### src/hw/rtl/lsf_pkg.sv
package lsf_pkg;

    localparam int MAX_PATTERN_DEF = 16;
    localparam int LINE_LIMIT_DEF  = 1023;
    localparam int PATTERN_SLOTS   = 16;
    localparam int QUEUE_DEPTH     = 4;
    localparam int QUEUE_AW        = $clog2(QUEUE_DEPTH);

    localparam logic [9:0]  LEN_FIELD_MAX = 10'd1023;
    localparam logic [31:0] COUNT_MAX     = 32'hFFFF_FFFF;

    localparam logic [7:0] CHAR_UPPER_A = 8'h41;
    localparam logic [7:0] CHAR_UPPER_Z = 8'h5A;
    localparam logic [7:0] CASE_OFFSET  = 8'd32;
    localparam logic [7:0] CHAR_NEWLINE = 8'h0A;
    localparam logic [7:0] CHAR_NUL     = 8'h00;

    localparam logic CMD_DATA = 1'b0;
    localparam logic CMD_EOF  = 1'b1;

    localparam logic KIND_LINE  = 1'b0;
    localparam logic KIND_COUNT = 1'b1;

    localparam logic [2:0] REG_PATTERN_LENGTH = 3'd0;
    localparam logic [2:0] REG_PATTERN_LOW    = 3'd1;
    localparam logic [2:0] REG_PATTERN_HIGH   = 3'd2;
    localparam logic [2:0] REG_IGNORE_CASE    = 3'd3;
    localparam logic [2:0] REG_INVERT_MATCH   = 3'd4;

    typedef struct packed {
        logic [4:0]   pattern_length;
        logic [127:0] pattern;
        logic         ignore_case;
        logic         invert_match;
    } cfg_t;

    // line end or end of file, as handed from front to back
    typedef struct packed {
        logic       is_eof;
        logic       has_line;
        logic       sel;
        logic [9:0] length;
        logic       split;
    } line_event_t;

    typedef struct packed {
        logic        record_kind;
        logic        selected;
        logic [31:0] line_number;
        logic [9:0]  line_length;
        logic        split_by_limit;
        logic [31:0] hit_count;
        logic        is_last;
    } record_t;

    function automatic logic [7:0] fold_byte(input logic [7:0] b, input logic ic);
        logic [7:0] r;
        r = b;
        if (ic && (b >= CHAR_UPPER_A) && (b <= CHAR_UPPER_Z))
        begin
            r = b + CASE_OFFSET;
        end
        return r;
    endfunction

endpackage

### src/hw/rtl/lsf_front.sv
module lsf_front #(
    parameter int MAX_PATTERN = lsf_pkg::MAX_PATTERN_DEF,
    parameter int LINE_LIMIT  = lsf_pkg::LINE_LIMIT_DEF
) (
    input  logic              clk,
    input  logic              rst_n,
    input  lsf_pkg::cfg_t     cfg,
    input  logic              in_valid,
    output logic              in_ready,
    input  logic              command,
    input  logic [7:0]        data_byte,
    input  logic              queue_full,
    output logic              push,
    output lsf_pkg::line_event_t ev
);
    import lsf_pkg::*;

    localparam int CW = $clog2(LINE_LIMIT + 1);
    localparam int XW = (CW > 5) ? CW : 5;
    localparam int LW = (CW > 10) ? CW : 10;

    logic [7:0]    win_reg [MAX_PATTERN];
    logic [7:0]    win_next [MAX_PATTERN];
    logic [CW-1:0] cnt_reg;
    logic [CW-1:0] cnt_next;
    logic          found_reg;
    logic          found_next;
    logic          zero_reg;
    logic          zero_next;

    logic          accept;
    logic [4:0]    plen;
    logic          window_match;
    logic          line_end;
    logic [CW-1:0] len_src;
    logic [LW-1:0] len_ext;

    assign in_ready = !queue_full;
    assign accept   = in_valid && in_ready;

    always_comb
    begin
        logic [4:0] idx;
        logic [6:0] base;
        plen = (cfg.pattern_length > 5'(MAX_PATTERN)) ? 5'(MAX_PATTERN) : cfg.pattern_length;
        for (int j = 0; j < MAX_PATTERN; j++)
        begin
            if (j == 0)
            begin
                win_next[j] = data_byte;
            end
            else
            begin
                win_next[j] = win_reg[j-1];
            end
        end
        window_match = 1'b1;
        for (int j = 0; j < MAX_PATTERN; j++)
        begin
            idx  = 5'(plen - 5'(j) - 5'd1);
            base = {idx[3:0], 3'b000};
            if (5'(j) < plen)
            begin
                if (fold_byte(win_next[j], cfg.ignore_case)
                    != fold_byte(cfg.pattern[base +: 8], cfg.ignore_case))
                begin
                    window_match = 1'b0;
                end
            end
        end
    end

    always_comb
    begin
        cnt_next  = (cnt_reg < CW'(LINE_LIMIT)) ? cnt_reg + CW'(1) : cnt_reg;
        zero_next = zero_reg || (data_byte == CHAR_NUL);
        found_next = found_reg;
        if (plen == 5'd0)
        begin
            found_next = 1'b1;
        end
        else if (!zero_next && (XW'(cnt_next) >= XW'(plen)) && window_match)
        begin
            found_next = 1'b1;
        end
        line_end = (data_byte == CHAR_NEWLINE) || (cnt_next >= CW'(LINE_LIMIT));
    end

    always_comb
    begin
        len_src = (command == CMD_EOF) ? cnt_reg : cnt_next;
        len_ext = LW'(len_src);
        ev.is_eof   = (command == CMD_EOF);
        ev.has_line = (command == CMD_EOF) ? (cnt_reg != '0) : 1'b1;
        ev.length   = (len_ext > LW'(LEN_FIELD_MAX)) ? LEN_FIELD_MAX : len_ext[9:0];
        if (command == CMD_EOF)
        begin
            ev.sel   = (found_reg || (cfg.pattern_length == 5'd0)) ^ cfg.invert_match;
            ev.split = 1'b0;
        end
        else
        begin
            ev.sel   = found_next ^ cfg.invert_match;
            ev.split = (data_byte != CHAR_NEWLINE);
        end
        push = accept && ((command == CMD_EOF) || line_end);
    end

    always_ff @(posedge clk)
    begin
        if (accept && (command == CMD_DATA))
        begin
            for (int j = 0; j < MAX_PATTERN; j++)
            begin
                win_reg[j] <= win_next[j];
            end
        end
    end

    always_ff @(posedge clk or negedge rst_n)
    begin
        if (!rst_n)
        begin
            cnt_reg   <= '0;
            found_reg <= 1'b0;
            zero_reg  <= 1'b0;
        end
        else if (accept)
        begin
            if ((command == CMD_EOF) || line_end)
            begin
                cnt_reg   <= '0;
                found_reg <= 1'b0;
                zero_reg  <= 1'b0;
            end
            else
            begin
                cnt_reg   <= cnt_next;
                found_reg <= found_next;
                zero_reg  <= zero_next;
            end
        end
    end

endmodule

### src/hw/rtl/lsf_queue.sv
module lsf_queue (
    input  logic                 clk,
    input  logic                 rst_n,
    input  logic                 push,
    input  lsf_pkg::line_event_t push_data,
    output logic                 full,
    input  logic                 pop,
    output logic                 empty,
    output lsf_pkg::line_event_t head
);
    import lsf_pkg::*;

    line_event_t         mem_reg [QUEUE_DEPTH];
    logic [QUEUE_AW-1:0] wr_ptr_reg;
    logic [QUEUE_AW-1:0] rd_ptr_reg;
    logic [QUEUE_AW:0]   count_reg;
    logic                do_push;
    logic                do_pop;

    assign full    = (count_reg == (QUEUE_AW + 1)'(QUEUE_DEPTH));
    assign empty   = (count_reg == '0);
    assign head    = mem_reg[rd_ptr_reg];
    assign do_push = push && !full;
    assign do_pop  = pop && !empty;

    always_ff @(posedge clk)
    begin
        if (do_push)
        begin
            mem_reg[wr_ptr_reg] <= push_data;
        end
    end

    always_ff @(posedge clk or negedge rst_n)
    begin
        if (!rst_n)
        begin
            wr_ptr_reg <= '0;
            rd_ptr_reg <= '0;
            count_reg  <= '0;
        end
        else
        begin
            if (do_push)
            begin
                wr_ptr_reg <= wr_ptr_reg + QUEUE_AW'(1);
            end
            if (do_pop)
            begin
                rd_ptr_reg <= rd_ptr_reg + QUEUE_AW'(1);
            end
            if (do_push && !do_pop)
            begin
                count_reg <= count_reg + (QUEUE_AW + 1)'(1);
            end
            else if (do_pop && !do_push)
            begin
                count_reg <= count_reg - (QUEUE_AW + 1)'(1);
            end
        end
    end

endmodule

### src/hw/rtl/lsf_back.sv
module lsf_back (
    input  logic                 clk,
    input  logic                 rst_n,
    input  logic                 queue_empty,
    input  lsf_pkg::line_event_t head,
    output logic                 pop,
    output logic                 out_valid,
    input  logic                 out_ready,
    output lsf_pkg::record_t     rec
);
    import lsf_pkg::*;

    logic        out_valid_reg;
    record_t     rec_reg;
    record_t     rec_next;
    logic [31:0] lines_reg;
    logic [31:0] lines_next;
    logic [31:0] hits_reg;
    logic [31:0] hits_next;
    logic        tail_reg;
    logic        tail_next;
    logic        load;
    logic        do_line;
    logic [31:0] lines_inc;

    assign out_valid = out_valid_reg;
    assign rec       = rec_reg;
    assign load      = !queue_empty && (!out_valid_reg || out_ready);
    // an end of file after a partial line gives the line record first
    assign do_line   = !head.is_eof || (head.has_line && !tail_reg);
    assign pop       = load && !(head.is_eof && do_line);
    assign lines_inc = (lines_reg == COUNT_MAX) ? lines_reg : lines_reg + 32'd1;

    always_comb
    begin
        rec_next   = '0;
        lines_next = lines_reg;
        hits_next  = hits_reg;
        tail_next  = tail_reg;
        if (do_line)
        begin
            lines_next             = lines_inc;
            rec_next.record_kind    = KIND_LINE;
            rec_next.selected       = head.sel;
            rec_next.line_number    = lines_inc;
            rec_next.line_length    = head.length;
            rec_next.split_by_limit = head.split;
            rec_next.is_last        = !head.is_eof;
            if (head.sel && (hits_reg != COUNT_MAX))
            begin
                hits_next = hits_reg + 32'd1;
            end
            tail_next = head.is_eof;
        end
        else
        begin
            rec_next.record_kind = KIND_COUNT;
            rec_next.hit_count   = hits_reg;
            rec_next.is_last     = 1'b1;
            lines_next           = '0;
            hits_next            = '0;
            tail_next            = 1'b0;
        end
    end

    always_ff @(posedge clk)
    begin
        if (load)
        begin
            rec_reg <= rec_next;
        end
    end

    always_ff @(posedge clk or negedge rst_n)
    begin
        if (!rst_n)
        begin
            out_valid_reg <= 1'b0;
            lines_reg     <= '0;
            hits_reg      <= '0;
            tail_reg      <= 1'b0;
        end
        else
        begin
            if (load)
            begin
                out_valid_reg <= 1'b1;
                lines_reg     <= lines_next;
                hits_reg      <= hits_next;
                tail_reg      <= tail_next;
            end
            else if (out_ready)
            begin
                out_valid_reg <= 1'b0;
            end
        end
    end

endmodule

### src/hw/rtl/line_substring_filter.sv
// Channel  Dir  Handshake                 Payload
// s_*      in   s_tvalid / s_tready       text byte or end of file
// m_*      out  m_tvalid / m_tready       line verdict or file hit count
// cfg_*    in   cfg_valid / cfg_ready     register index and write data
//
// One byte per cycle while the event queue is not full; the window compare against
// the pattern is one parallel stage. A line end reaches m_* via the event queue and
// the output record register; end of file after a partial line gives two records,
// the line record first. rst_n zeroes counters, line state, queue pointers and
// configuration. A four-entry event queue lets input continue while m_tready is low.
module line_substring_filter #(
    parameter int MAX_PATTERN = lsf_pkg::MAX_PATTERN_DEF,
    parameter int LINE_LIMIT  = lsf_pkg::LINE_LIMIT_DEF
) (
    input  logic        clk,
    input  logic        rst_n,
    input  logic        s_tvalid,
    output logic        s_tready,
    input  logic [7:0]  s_tdata,    // data_byte
    input  logic        s_tuser,    // command
    output logic        m_tvalid,
    input  logic        m_tready,
    // selected, line_number, line_length, split_by_limit, hit_count, zero fill
    output logic [79:0] m_tdata,
    output logic        m_tuser,    // record_kind
    output logic        m_tlast,    // is_last
    input  logic        cfg_valid,
    output logic        cfg_ready,
    input  logic [2:0]  cfg_index,
    input  logic [63:0] cfg_data
);
    import lsf_pkg::*;

    cfg_t        cfg_reg;
    logic        push;
    line_event_t ev;
    logic        queue_full;
    logic        queue_empty;
    logic        pop;
    line_event_t head;
    record_t     rec;

    assign cfg_ready = 1'b1;

    always_ff @(posedge clk or negedge rst_n)
    begin
        if (!rst_n)
        begin
            cfg_reg <= '0;
        end
        else if (cfg_valid && cfg_ready)
        begin
            unique case (cfg_index)
                REG_PATTERN_LENGTH: cfg_reg.pattern_length <= cfg_data[4:0];
                REG_PATTERN_LOW:    cfg_reg.pattern[63:0] <= cfg_data;
                REG_PATTERN_HIGH:   cfg_reg.pattern[127:64] <= cfg_data;
                REG_IGNORE_CASE:    cfg_reg.ignore_case <= cfg_data[0];
                REG_INVERT_MATCH:   cfg_reg.invert_match <= cfg_data[0];
                default:            cfg_reg <= cfg_reg;
            endcase
        end
    end

    lsf_front #(
        .MAX_PATTERN (MAX_PATTERN),
        .LINE_LIMIT  (LINE_LIMIT)
    ) u_front (
        .clk        (clk),
        .rst_n      (rst_n),
        .cfg        (cfg_reg),
        .in_valid   (s_tvalid),
        .in_ready   (s_tready),
        .command    (s_tuser),
        .data_byte  (s_tdata),
        .queue_full (queue_full),
        .push       (push),
        .ev         (ev)
    );

    lsf_queue u_queue (
        .clk       (clk),
        .rst_n     (rst_n),
        .push      (push),
        .push_data (ev),
        .full      (queue_full),
        .pop       (pop),
        .empty     (queue_empty),
        .head      (head)
    );

    lsf_back u_back (
        .clk         (clk),
        .rst_n       (rst_n),
        .queue_empty (queue_empty),
        .head        (head),
        .pop         (pop),
        .out_valid   (m_tvalid),
        .out_ready   (m_tready),
        .rec         (rec)
    );

    assign m_tdata = {4'b0000, rec.hit_count, rec.split_by_limit, rec.line_length,
                      rec.line_number, rec.selected};
    assign m_tuser = rec.record_kind;
    assign m_tlast = rec.is_last;

endmodule

### config.mk
export PLATFORM = sky130hd
export DESIGN_NAME = line_substring_filter
export DESIGN_NICKNAME = d
export VERILOG_FILES = /design/src/hw/rtl/lsf_pkg.sv /design/src/hw/rtl/lsf_front.sv /design/src/hw/rtl/lsf_queue.sv /design/src/hw/rtl/lsf_back.sv /design/src/hw/rtl/line_substring_filter.sv
export SDC_FILE = /design/constraint.sdc
export NUM_CORES = 1
export LEC_CHECK = 0
export BUFFER_PORTS_ARGS = -buffer_cell sky130_fd_sc_hd__buf_2
export CAP_MARGIN = 10
export CORE_MARGIN = 2
export CORE_UTILIZATION = 46
export DETAILED_ROUTE_END_ITERATION = 10
export GPL_TIMING_DRIVEN = 0
export PLACE_DENSITY = 0.63
export SETUP_SLACK_MARGIN = 0.15
export SYNTH_ARGS = -nofsm -noshare
export SYNTH_HDL_FRONTEND = slang
export SYNTH_HIERARCHICAL = 1
export SYNTH_SLANG_ARGS = --single-unit
### constraint.sdc
create_clock -name clk -period 6.6 [get_ports clk]
set_clock_uncertainty 0.1 [all_clocks]
set_input_delay 0.33 -clock clk [delete_from_list [all_inputs] [get_ports clk]]
set_output_delay 0.33 -clock clk [all_outputs]
set_load 0.01 [all_outputs]
==> Yosys cells after proc, flatten, opt, wreduce, memory -nomap -nowiden <==
Memory sizes are Yosys's and may differ from the RTL's.
Index checks and enable logic that the tools add are counted.
{ "word_totals": {"mem_bits_rw": 184, "n_memories": 2, "wordCells": 452, "out_inout_bits": 85, "regBits": 298} }
{ "classes": {"bitwise": 3, "order_cmp": 85, "shifts": 16, "n_reduce_logical": 107, "n_addsub": 69, "mux": 122, "n_eq_ne": 26} }
{ "mem_list": {"columns": ["memory", "words", "width", "rd", "rd_clocked_by_memory_dff", "write_ports", "line", "rtl"], "rows": [
  ["u_front.win_reg", 16, 8, 15, 0, 16, "lsf_front.sv:22", "logic [7:0] win_reg [MAX_PATTERN];"],
  ["u_queue.mem_reg", 4, 14, 1, 0, 1, "lsf_queue.sv:13", "line_event_t mem_reg [QUEUE_DEPTH];"]
]} }
{ "op_table": {"columns": ["cell", "count"], "rows": [
  ["variable part select 128 x 8 -> 8 bit", 16],
  ["two-way mux 8 bit", 64],
  ["adder 8 x 6 -> 8 bit (second input constant)", 32],
  [">= comparator 8 x 7 -> 1 bit (second input constant)", 32],
  ["less-or-equal comparator 8 x 7 -> 1 bit (second input constant)", 32],
  ["two-way mux 32 bit", 4],
  ["inequality test 8 bit", 16],
  ["logical AND 1 bit", 78],
  ["adder 32 x 1 -> 32 bit (second input constant)", 2],
  ["subtractor 4 x 1 -> 4 bit (second input constant)", 16],
  ["two-way mux 1 bit", 47],
  ["less-than comparator 4 x 5 -> 1 bit (first input constant)", 8],
  ["two-way mux 10 bit", 4],
  ["equality test 32 bit (second input constant)", 1],
  ["inequality test 32 bit (second input constant)", 1],
  ["subtractor 4 bit (second input constant)", 8],
  ["less-than comparator 3 x 5 -> 1 bit (first input constant)", 4],
  ["subtractor 4 x 3 -> 4 bit (second input constant)", 4],
  ["AND reduction 2 bit", 6],
  ["adder 10 x 1 -> 10 bit (second input constant)", 1],
  [">= comparator 10 bit (second input constant)", 1],
  [">= comparator 10 x 5 -> 1 bit", 1],
  ["> comparator 10 bit (second input constant)", 1],
  ["zero test 5 bit", 2],
  ["24 further kinds", 47]
]} }

==> Logic depth before layout (Yosys ltp) <==
{ "depth": {"ltp_word": 47, "ltp_mapped": 27, "ltp_nobuf": 20} }

==> Cells and area by module <==
Netlist, hierarchy kept.
{ "modules_own_cells": {"columns": ["module", "instances", "cells_per_inst", "area_each_um2"], "rows": [
  ["lsf_front", 1, 2009, 19160.9],
  ["lsf_back", 1, 667, 7110.6],
  ["line_substring_filter", 1, 296, 5201.2],
  ["lsf_queue", 1, 109, 2462.4]
]} }

==> Least setup slack after synthesis <==
Ideal clock, no wire load.
{ "synth_path": {"path_type": "reg-to-reg", "startpoint": "reg u_queue.count_reg[2]", "endpoint": "mem u_front.win_reg[0][0], enable pin", "setup_time_ns": 0.601, "arrival_ns": 5.975, "n_path_buf": 1, "path_slack_ns": -0.076, "stages_incl_launch_ff": 6, "period_less_slack_ns": 6.676, "path_cell_list": "dfrtp_1 -> nor3b_2 -> inv_1 -> nand2_1 -> clkbuf_1 -> nor2_1"} }
{ "synth_rtl": {"columns": ["element", "line", "rtl"], "rows": [
  ["start: declaration", "lsf_queue.sv:16", "logic [QUEUE_AW:0] count_reg;"],
  ["start signal: assignment", "lsf_queue.sv:54", "count_reg <= count_reg + (QUEUE_AW + 1)'(1);"],
  ["start signal: assignment", "lsf_queue.sv:58", "count_reg <= count_reg - (QUEUE_AW + 1)'(1);"],
  ["end: declaration", "lsf_front.sv:22", null]
]} }

==> reports/metrics.yaml <==
outcome:
  status: "finished, final reports clean"
sta:
  timing.max_slew.rel_slack_pct: 5.912
  timing.final.ws_setup_ps: 208.9
  slew_viol_final: 0
  worst_pin_slew_ps: 1372
  finalCritPeriodShare_pct: 96.84
  hold_viol: 0
  rsz0062_at_grt: "false"
  hold_ws_ps: 33.45
  period_minus_slack_ps: 6391
  finalSetupViolCount: 0
  fmaxAchievable_mhz: 156.5
worst_hold_path:
  hold_class: "input pin to flop"
routing:
  detail-route-antenna-nets: 0
  firstDrtPassIters: 8
  vias_per_cell: 6.746
  routed_wl_um: 148600
  first_iter_violations: 3440
  drc: 0
  vias: 29930
  wl_per_cell_um: 33.49
placed_design:
  hpwlAfterDp_um: 116600
  post-place-ws_ps: -1967
  placedCellCount: 4220
  gp_congestion: 1.077
  portBuffers: 159
floorplan:
  fp.dieH_um: 275.6
  core_region_area_um2: 72960
  ios: 166
  num_rows: 99
  die_w_um: 275.6
  fp.dieArea_um2: 75960
  initial_core_util_pct: 46.51
synthesis:
  syn_inst: 3081
  ys_async_sr_fraction_pct: 46.41
  ys_seq_area_share_pct: 38.70
  ys_warn_count: 6
  ys.flop_type: "edfxtp_1"
  syn_avg_cell_area_um2: 11.01
  ys_ff_latch: 474
  synth.distinct_cells: 129
  synth.cell_area_um2: 33940
  synth_edf_count: 254
clock_network:
  path_clk_slew_ps: 60
  cts_buffers: 51
  clk_path_buf_depth: 3
  clock_sinks: 474
  h-tree-depth: 2
  cts_root_buf: "clkbuf_16"
  clkLatencyLatePin_ps: 640
  cts_tree: "built"
critical_path:
  cp_cell_sequence: "buf_8, nor2b_4, buf_6, buf_12, buf_8, buf_8, buf_12, ha_4, xnor2_1, buf_4, mux4_2, or4b_1, a21oi_2, o41ai_4, a2111oi_2, a311oi_1, o31ai_4, o2111a_1, nor4b_4, a21oi_2, mux2i_2, xor2_2"
  cpPeakStageDelay_ps: 620
  end_kind: "flop"
  cp_common_cell: "buf_8"
  slowest_stage: "mux4_2"
  crit_arrival_ps: 6700
  criticalPathCategory: "flop to flop"
  start_kind: "flop"
  cp.required_ps: 6910
  worstPathMaxFanout: 11
pwr:
  vdd_ir_drop_max_mv: 0.2847
  p_leak_uw: 0.01552
  report.power.total_uw: 18610
  p_per_area_nw_per_um2: 466.3
cells_and_area:
  post-route-util_pct: 54.69
  final_common_cell: "mux2i_1"
  largest_reg_flops: 135
  fin_nets: 3573
  post_layout_nonfiller_instances: 4437
  fillers: 6416
  layout_common_cells: "mux2i_1 (271), edfxtp_1 (254), dfrtp_1 (218)"
  syn2layout_area_growth_pct: 17.58
  final_layout_size_suffix_gt1_share_pct: 26.23
global_route:
  antenna_found_initial: 2
  grt_pass1_vias: 29090
  grt_max_degree: 130
  grt_pass1_wl_um: 210500
  grt.overflow.total: 0
  track_usage_pct: 38.90
job:
  maxCapViolCount: 0
==> worst max-delay path: cells and delay by family (launching register included) <==
family	cells	cell delay, ps
compound gates	7	1700
buf+inv	7	1400
simple gates	3	940
mux	2	860
xor+xnor	2	500
flops	1	400
fa+ha+maj	1	240
==> cell families (layout without fill, tap and decap cells) <==
logic type / count (synthesis) / after routing / synth area share, %
AND/OR/NAND/NOR: 872 / 872 / 13.91
AO/OA/AOI/OAI: 638 / 638 / 12.99
adder cells (fa/ha/maj): 57 / 57 / 2.124
XOR/XNOR: 179 / 179 / 4.804
flip-flops: 474 / 474 / 38.70
buffers and inverters: 254 / 647 / 4.225
other: 2 / 6 / 0.02213
multiplexers: 605 / 605 / 23.23
==> through the flow <==
stage          cell area (um2)  setup TNS (ps)
5_1_grt                  39900               0
6_report                 39900               0
2_1_floorplan            33950               0
3_5_place_dp             36230           -9170
4_1_cts                  39300               0
3_3_place_gp             35940           -9166
==> worst paths after layout <==
check	from	to	slack (ps)	depth (start not counted)
hold / removal	s_tvalid	u_front/cnt_reg[7]	30	3
setup reg to reg	cfg_reg[134]	u_queue/mem_reg[1][11]	210	22
setup / recovery	cfg_reg[134]	u_queue/mem_reg[1][11]	210	22
min in group asynchronous	rst_n	u_back/hits_reg[5]	230	2
hold reg to reg	u_front/win_reg[0][59]	u_front/win_reg[1][3]	370	0
max in group asynchronous	rst_n	cfg_reg[87]	4960	3
==> synthesized netlist by cell type (all sizes together) (19+ instances only) <==
library cell / number / area (um2)
xor2: 87 / 762.0
and4: 19 / 171.4
nor3: 52 / 281.5
and2: 37 / 232.7
inv: 45 / 171.4
a211oi: 34 / 260.3
o31ai: 31 / 232.7
nand3: 129 / 660.6
a31oi: 34 / 219.0
mux2i: 292 / 2959
a21oi: 135 / 679.4
o211ai: 24 / 180.2
nand2: 204 / 770.7
mux4: 123 / 2781
ha: 56 / 700.7
o21ai: 116 / 580.6
buf: 110 / 744.5
nor4: 27 / 190.2
nand4: 37 / 237.7
or3: 20 / 130.1
mux2: 190 / 2143
nor2: 154 / 580.6
edfxtp: 254 / 7627
dfrtp: 220 / 5505
clkbuf: 96 / 500.5
o22ai: 35 / 219.0
and3: 58 / 366.6
nand2b: 27 / 168.9
xnor2: 90 / 822.0
==> per-layer routing <==
layer  vias to the layer above  part of all wire, %  global-route usage (%)
met5                         -                0.021                       0
met1                     15080                   38                   48.15
met4                         4                  7.6                   24.42
li1                      12710                    -                       -
met3                       450                  9.1                   9.204
met2                      1687                   45                   61.39
==> power by group <==
part	switching [uW]	internal [uW]	total, uW
registers	761	3820	4580
clock network	1220	1560	2780
logic	6970	4280	11300
total	8950	9660	18600
==> what timing repair did <==
item	4_1_cts	5_1_grt
setup buffers	15	32
hold buffers	75	0
endpoints found under the setup margin	5	5
gates resized for setup	151	95
pin swaps	13	18
cloned	0	1
hold endpoints to repair	238	0
==> area by class of cell <==
type                            count  area, um2  share of cell area, %
Clock buffer                       73       1430                  3.584
Timing Repair Buffer              300       2186                  5.478
Sequential cell                   474      13140                  32.93
Buffer                            205       1539                  3.857
Multi-Input combinational cell   2356      20010                  50.16
Inverter                           47      191.4                 0.4798
Tap cell                          959       1200                  3.007
Clock inverter                     22      198.9                 0.4986
Antenna cell                        1      2.502               0.006272
Power figures use the tool's default switching activity.
